## src/rtl/core/mqtd_pkg.sv

```systemverilog
// shared types and codes for the multi queue task deque
// no dependencies
package mqtd_pkg;

    localparam int FUNC_W   = 2;
    localparam int STATUS_W = 3;
    localparam int REC_W    = 256;
    localparam int IN_DW    = 232;

    typedef enum logic [FUNC_W-1:0] {
        OP_PUSH_BACK  = 2'd0,
        OP_PUSH_FRONT = 2'd1,
        OP_POP_FRONT  = 2'd2,
        OP_NONE       = 2'd3
    } op_e;

    typedef enum logic [STATUS_W-1:0] {
        ST_PUSHED_BACK    = 3'd0,
        ST_PUSHED_FRONT   = 3'd1,
        ST_POPPED_SHIFTED = 3'd2,
        ST_POPPED_SINGLE  = 3'd3,
        ST_FULL           = 3'd4,
        ST_EMPTY          = 3'd5,
        ST_IGNORED        = 3'd6
    } status_e;

    typedef enum logic [1:0] {
        BK_CLEAR,
        BK_IDLE,
        BK_CALC,
        BK_FETCH
    } bk_state_e;

    // first member sits in the top bits
    typedef struct packed {
        logic [31:0] started_at;
        logic [31:0] queued_at;
        logic [15:0] sub_kind;
        logic [31:0] arg_d;
        logic [31:0] arg_c;
        logic [31:0] arg_b;
        logic [31:0] arg_a;
        logic [31:0] pending;
        logic [15:0] kind;
    } task_rec_t;

    typedef struct packed {
        op_e       op;
        task_rec_t rec;
    } cmd_t;

endpackage

```

## src/rtl/core/mqtd_front.sv

```systemverilog
// front end: accepts requests, reduces the queue selector, buffers commands
// depends on mqtd_pkg
module mqtd_front
    import mqtd_pkg::*;
#(
    parameter int PLAYER_COUNT = 4,
    parameter int GROUP_COUNT  = 8,
    parameter int QI_W         = 5
)
(
    input  logic             clk,
    input  logic             rst_n,
    input  logic             s_axis_tvalid,
    output logic             s_axis_tready,
    input  logic [IN_DW-1:0] s_axis_tdata,
    input  logic [FUNC_W-1:0] s_axis_tuser,
    input  logic             clearing,
    output logic             cmd_valid,
    input  logic             cmd_ready,
    output cmd_t             cmd,
    output logic [QI_W-1:0]  cmd_qidx
);

    logic [4:0]      p_red;
    logic [6:0]      g_red;
    logic [QI_W-1:0] qidx_in;
    cmd_t            cmd_in;

    cmd_t            fifo_cmd_reg [2];
    logic [QI_W-1:0] fifo_q_reg [2];
    logic            wr_ptr_reg;
    logic            wr_ptr_next;
    logic            rd_ptr_reg;
    logic            rd_ptr_next;
    logic [1:0]      fill_reg;
    logic [1:0]      fill_next;
    logic            push;
    logic            pop;

    always_comb
    begin
        p_red = 5'(s_axis_tdata[1:0]);
        for (int i = 0; i < 3; i++)
        begin
            if (p_red >= 5'(PLAYER_COUNT))
            begin
                p_red = p_red - 5'(PLAYER_COUNT);
            end
        end
        g_red = 7'(s_axis_tdata[4:2]);
        for (int j = 0; j < 7; j++)
        begin
            if (g_red >= 7'(GROUP_COUNT))
            begin
                g_red = g_red - 7'(GROUP_COUNT);
            end
        end
        qidx_in = QI_W'(p_red) * QI_W'(GROUP_COUNT) + QI_W'(g_red);
    end

    always_comb
    begin
        cmd_in.op             = op_e'(s_axis_tuser);
        cmd_in.rec.kind       = s_axis_tdata[20:5];
        cmd_in.rec.pending    = s_axis_tdata[52:21];
        cmd_in.rec.arg_a      = s_axis_tdata[84:53];
        cmd_in.rec.arg_b      = s_axis_tdata[116:85];
        cmd_in.rec.arg_c      = s_axis_tdata[148:117];
        cmd_in.rec.arg_d      = s_axis_tdata[180:149];
        cmd_in.rec.sub_kind   = s_axis_tdata[196:181];
        cmd_in.rec.queued_at  = s_axis_tdata[228:197];
        cmd_in.rec.started_at = s_axis_tdata[228:197];
    end

    assign s_axis_tready = (fill_reg != 2'd2) && !clearing;
    assign cmd_valid     = (fill_reg != 2'd0);
    assign cmd           = fifo_cmd_reg[rd_ptr_reg];
    assign cmd_qidx      = fifo_q_reg[rd_ptr_reg];
    assign push          = s_axis_tvalid && s_axis_tready;
    assign pop           = cmd_valid && cmd_ready;

    always_comb
    begin
        wr_ptr_next = push ? ~wr_ptr_reg : wr_ptr_reg;
        rd_ptr_next = pop ? ~rd_ptr_reg : rd_ptr_reg;
        fill_next   = fill_reg;
        if (push && !pop)
        begin
            fill_next = fill_reg + 2'd1;
        end
        else if (pop && !push)
        begin
            fill_next = fill_reg - 2'd1;
        end
    end

    always_ff @(posedge clk or negedge rst_n)
    begin
        if (!rst_n)
        begin
            wr_ptr_reg <= 1'b0;
            rd_ptr_reg <= 1'b0;
            fill_reg   <= 2'd0;
        end
        else
        begin
            wr_ptr_reg <= wr_ptr_next;
            rd_ptr_reg <= rd_ptr_next;
            fill_reg   <= fill_next;
        end
    end

    always_ff @(posedge clk)
    begin
        if (push)
        begin
            fifo_cmd_reg[wr_ptr_reg] <= cmd_in;
            fifo_q_reg[wr_ptr_reg]   <= qidx_in;
        end
    end

endmodule

```

## config.mk

```make
export PLATFORM = sky130hd
export DESIGN_NAME = mqtd_front
export DESIGN_NICKNAME = d
export VERILOG_FILES = /design/src/rtl/core/mqtd_pkg.sv /design/src/rtl/core/mqtd_front.sv
export SDC_FILE = /design/constraint.sdc
export NUM_CORES = 1
export LEC_CHECK = 0
export ABC_CLOCK_PERIOD_IN_PS = 10800
export BUFFER_PORTS_ARGS = -buffer_cell sky130_fd_sc_hd__buf_2
export CORE_MARGIN = 5
export CORE_UTILIZATION = 40
export DETAILED_ROUTE_END_ITERATION = 16
export GPL_ROUTABILITY_DRIVEN = 0
export PLACE_DENSITY = 0.66
export SKIP_CTS_REPAIR_TIMING = 1
export SYNTH_ARGS = -nofsm -noshare
export SYNTH_HDL_FRONTEND = slang
export SYNTH_SLANG_ARGS = --single-unit
```

## constraint.sdc

```tcl
create_clock -name clk -period 10.8 [get_ports clk]
set_clock_uncertainty 0.1 [all_clocks]
set_input_delay 2.16 -clock clk [delete_from_list [all_inputs] [get_ports clk]]
set_output_delay 2.16 -clock clk [all_outputs]
set_load 0.03 [all_outputs]
```

==> results.yml <==
global_route:
  antenna_found_initial: 11
  grt_usage_pct: 14.9
  grt_max_degree: 160
  grt_pass1_wl_mm: 56.4
  grt_overflow_total: 0
  first_global_vias: 9438
logic_synthesis:
  synthDominantCellAreaShare_pct: 77.7
  avgSynthCellArea_sq_um: 23.2
  synthTopCellsByArea: "edfxtp_1 78%, mux2_4 15%, mux2_2 3.2%, buf_4 1.3%, buf_6 1.3%"
  synth_cell_types: 17
  synth_commonest_cells: "462 x edfxtp_1, 180 x mux2_4, 51 x mux2_2"
  ys_ff_latch: 466
  synth-main-ff-cell: "edfxtp_1"
  synth_most_common_cell: "edfxtp_1"
  netlist_instances: 769
  ys_warn_count: 0
  ys_seq_area_share_pct: 78.2
  synth_edf_count: 462
  yosysTopAreaCell: "edfxtp_1"
  ys_async_sr_fraction_pct: 0.858
  syn_nets: 1009
  synth_area_sq_mm: 0.0179
cts:
  h-tree-depth: 2
  cts_buffer_depth: 3
  clk_pin_slew_ns: 0.05
  cts_tree: "yes"
  cts-root-buf: "clkbuf_16"
  cts.sinks: 466
  worstSkewPairLatency_ns: 0.57
  tritoncts.num_buffers: 49
floorplan:
  dieArea_sq_mm: 0.0490
  design.core.area_sq_mm: 0.0442
  die_x_microns: 221
  num_io_pins: 504
  fp.dieH_microns: 221
  initial_core_util_pct: 40.4
  row_count: 77
setup_path:
  cp_slowest_cell: "dfrtp_4"
  crit_fanout: 42
  cp.arrival_ns: 3.49
  required_ns: 8.54
  cpMostUsedCell: "buf_4"
  end_kind: "primary output"
  rr_worst_depth: 5
  max_stage_delay_ns: 0.85
  start_kind: "flip-flop"
  crit_chain: "buf_4, buf_4, mux2_2, buf_2"
  crit_type: "reg -> out"
pwr:
  leakagePower_uw: 0.00874
  p_per_area_mw_per_mm2: 274
  ir_worst_vdd_mv: 0.179
place:
  portBuffers: 500
  dpl.hpwl_mm: 26.1
worst_hold_path:
  hold_depth: 1
  hold_path.class: "reg -> reg"
timing:
  period_minus_slack_ns: 5.75
  tightest_slew_ns: 1.08
  rsz0062_at_grt: "false"
  timing.fmax_ghz: 0.174
  whs_ns: 0.383
  relSlewSlack_pct: 27.9
  report.final.slew_viol_count: 0
  finalCritPeriodShare_pct: 53.3
  hold_viol: 0
  setup_viol: 0
  fin_setup_tns_ns: 0
drt:
  totalWireLength_mm: 38.1
  firstDrtPassIters: 4
  initialDrtViolationCount: 428
  routed-via-count: 8865
  routed_via_density: 4.66
  drcViolationCount: 0
  post_drt_wl_per_cell_microns: 20.0
  ant_nets: 0
outcome:
  status: "finished clean"
cells_and_area:
  drive_gt1_share_pct: 61.9
  syn2layout_area_growth_pct: 24.2
  layout.nets: 1510
  largest_reg_flops: 452
flow_run:
  max-cap-violations: 0
==> metal layers <==
layer / part of all wire [%] / vias up / routed length (microns) / track usage [%]
li1: - / 4022 / - / -
met1: 37 / 4384 / 13900 / 16.6
met2: 50 / 377 / 19100 / 25.4
met3: 11 / 72 / 4020 / 6.61
met4: 2.6 / 10 / 993 / 5.28
met5: 0.20 / - / 75 / 0
==> final timing paths <==
check	startpoint	end	slack [ns]
setup / recovery	rd_ptr_reg$_DFFE_PN0P_	cmd[154]	5.05
hold / removal	fill_reg[1]$_DFFE_PN0P_	fill_reg[1]$_DFFE_PN0P_	0.38
hold reg to reg	fill_reg[1]$_DFFE_PN0P_	fill_reg[1]$_DFFE_PN0P_	0.38
setup reg to reg	fill_reg[1]$_DFFE_PN0P_	fifo_cmd_reg[1][53]$_DFFE_PP_	7.14
max in group asynchronous	rst_n	rd_ptr_reg$_DFFE_PN0P_	9.18
min in group asynchronous	rst_n	wr_ptr_reg$_DFFE_PN0P_	1.29
==> metrics by stage <==
step	util (%)	setup slack, ns	std cells	cell area [sq um]	power [uW]
finish	50.2	5.05	1902	22200	6070
detailed placement	46.8	5.33	1811	20700	4580
global placement	46.8	5.30	1811	20700	4570
global route	50.2	4.88	1900	22200	6340
floorplan	-	1.74	769	17900	4160
CTS	50.2	4.98	1899	22200	6170
==> cell type report <==
class	instances	area (sq um)
Antenna cell	3	7.51
Clock buffer	65	1290
Clock inverter	23	196
Fill cell	3614	22000
Multi-Input combinational cell	245	3390
Sequential cell	466	14000
Tap cell	592	741
Timing Repair Buffer	508	2590
==> worst max-delay path: cells and delay by family (launching register included) <==
| kind | cells | cell delay [ns] |
|---|---|---|
| flip-flops | 1 | 0.85 |
| buffers and inverters | 3 | 1.55 |
| multiplexers | 1 | 0.41 |
==> power by group <==
group | internal, uW | switching, uW | total, uW
Sequential | 2250 | 86.1 | 2340
Combinational | 820 | 1360 | 2180
Clock | 908 | 651 | 1560
Total | 3980 | 2100 | 6070
==> kinds of logic (layout without fill, tap and decap cells) <==
| logic type | Yosys count | in the layout | share of synthesized area, % |
|---|---|---|---|
| mux | 231 | 231 | 18.3 |
| flops | 466 | 466 | 78.2 |
| fa+ha+maj | 1 | 1 | 0.0700 |
| other cells | 0 | 3 | 0 |
| xor+xnor | 5 | 5 | 0.245 |
| simple gates | 8 | 8 | 0.273 |
| buf+inv | 58 | 596 | 2.83 |
==> placed cells by master, fill, tap and decap left out, types with 6 or more instances in the layout <==
cell type,Yosys,final
mux2_4,180,180
clkinv_1,0,7
clkinv_2,0,9
buf_2,5,500
edfxtp_1,462,462
buf_4,32,6
mux2_2,51,51
clkbuf_1,0,16
clkbuf_16,0,49
Power figures use the tool's default switching activity.
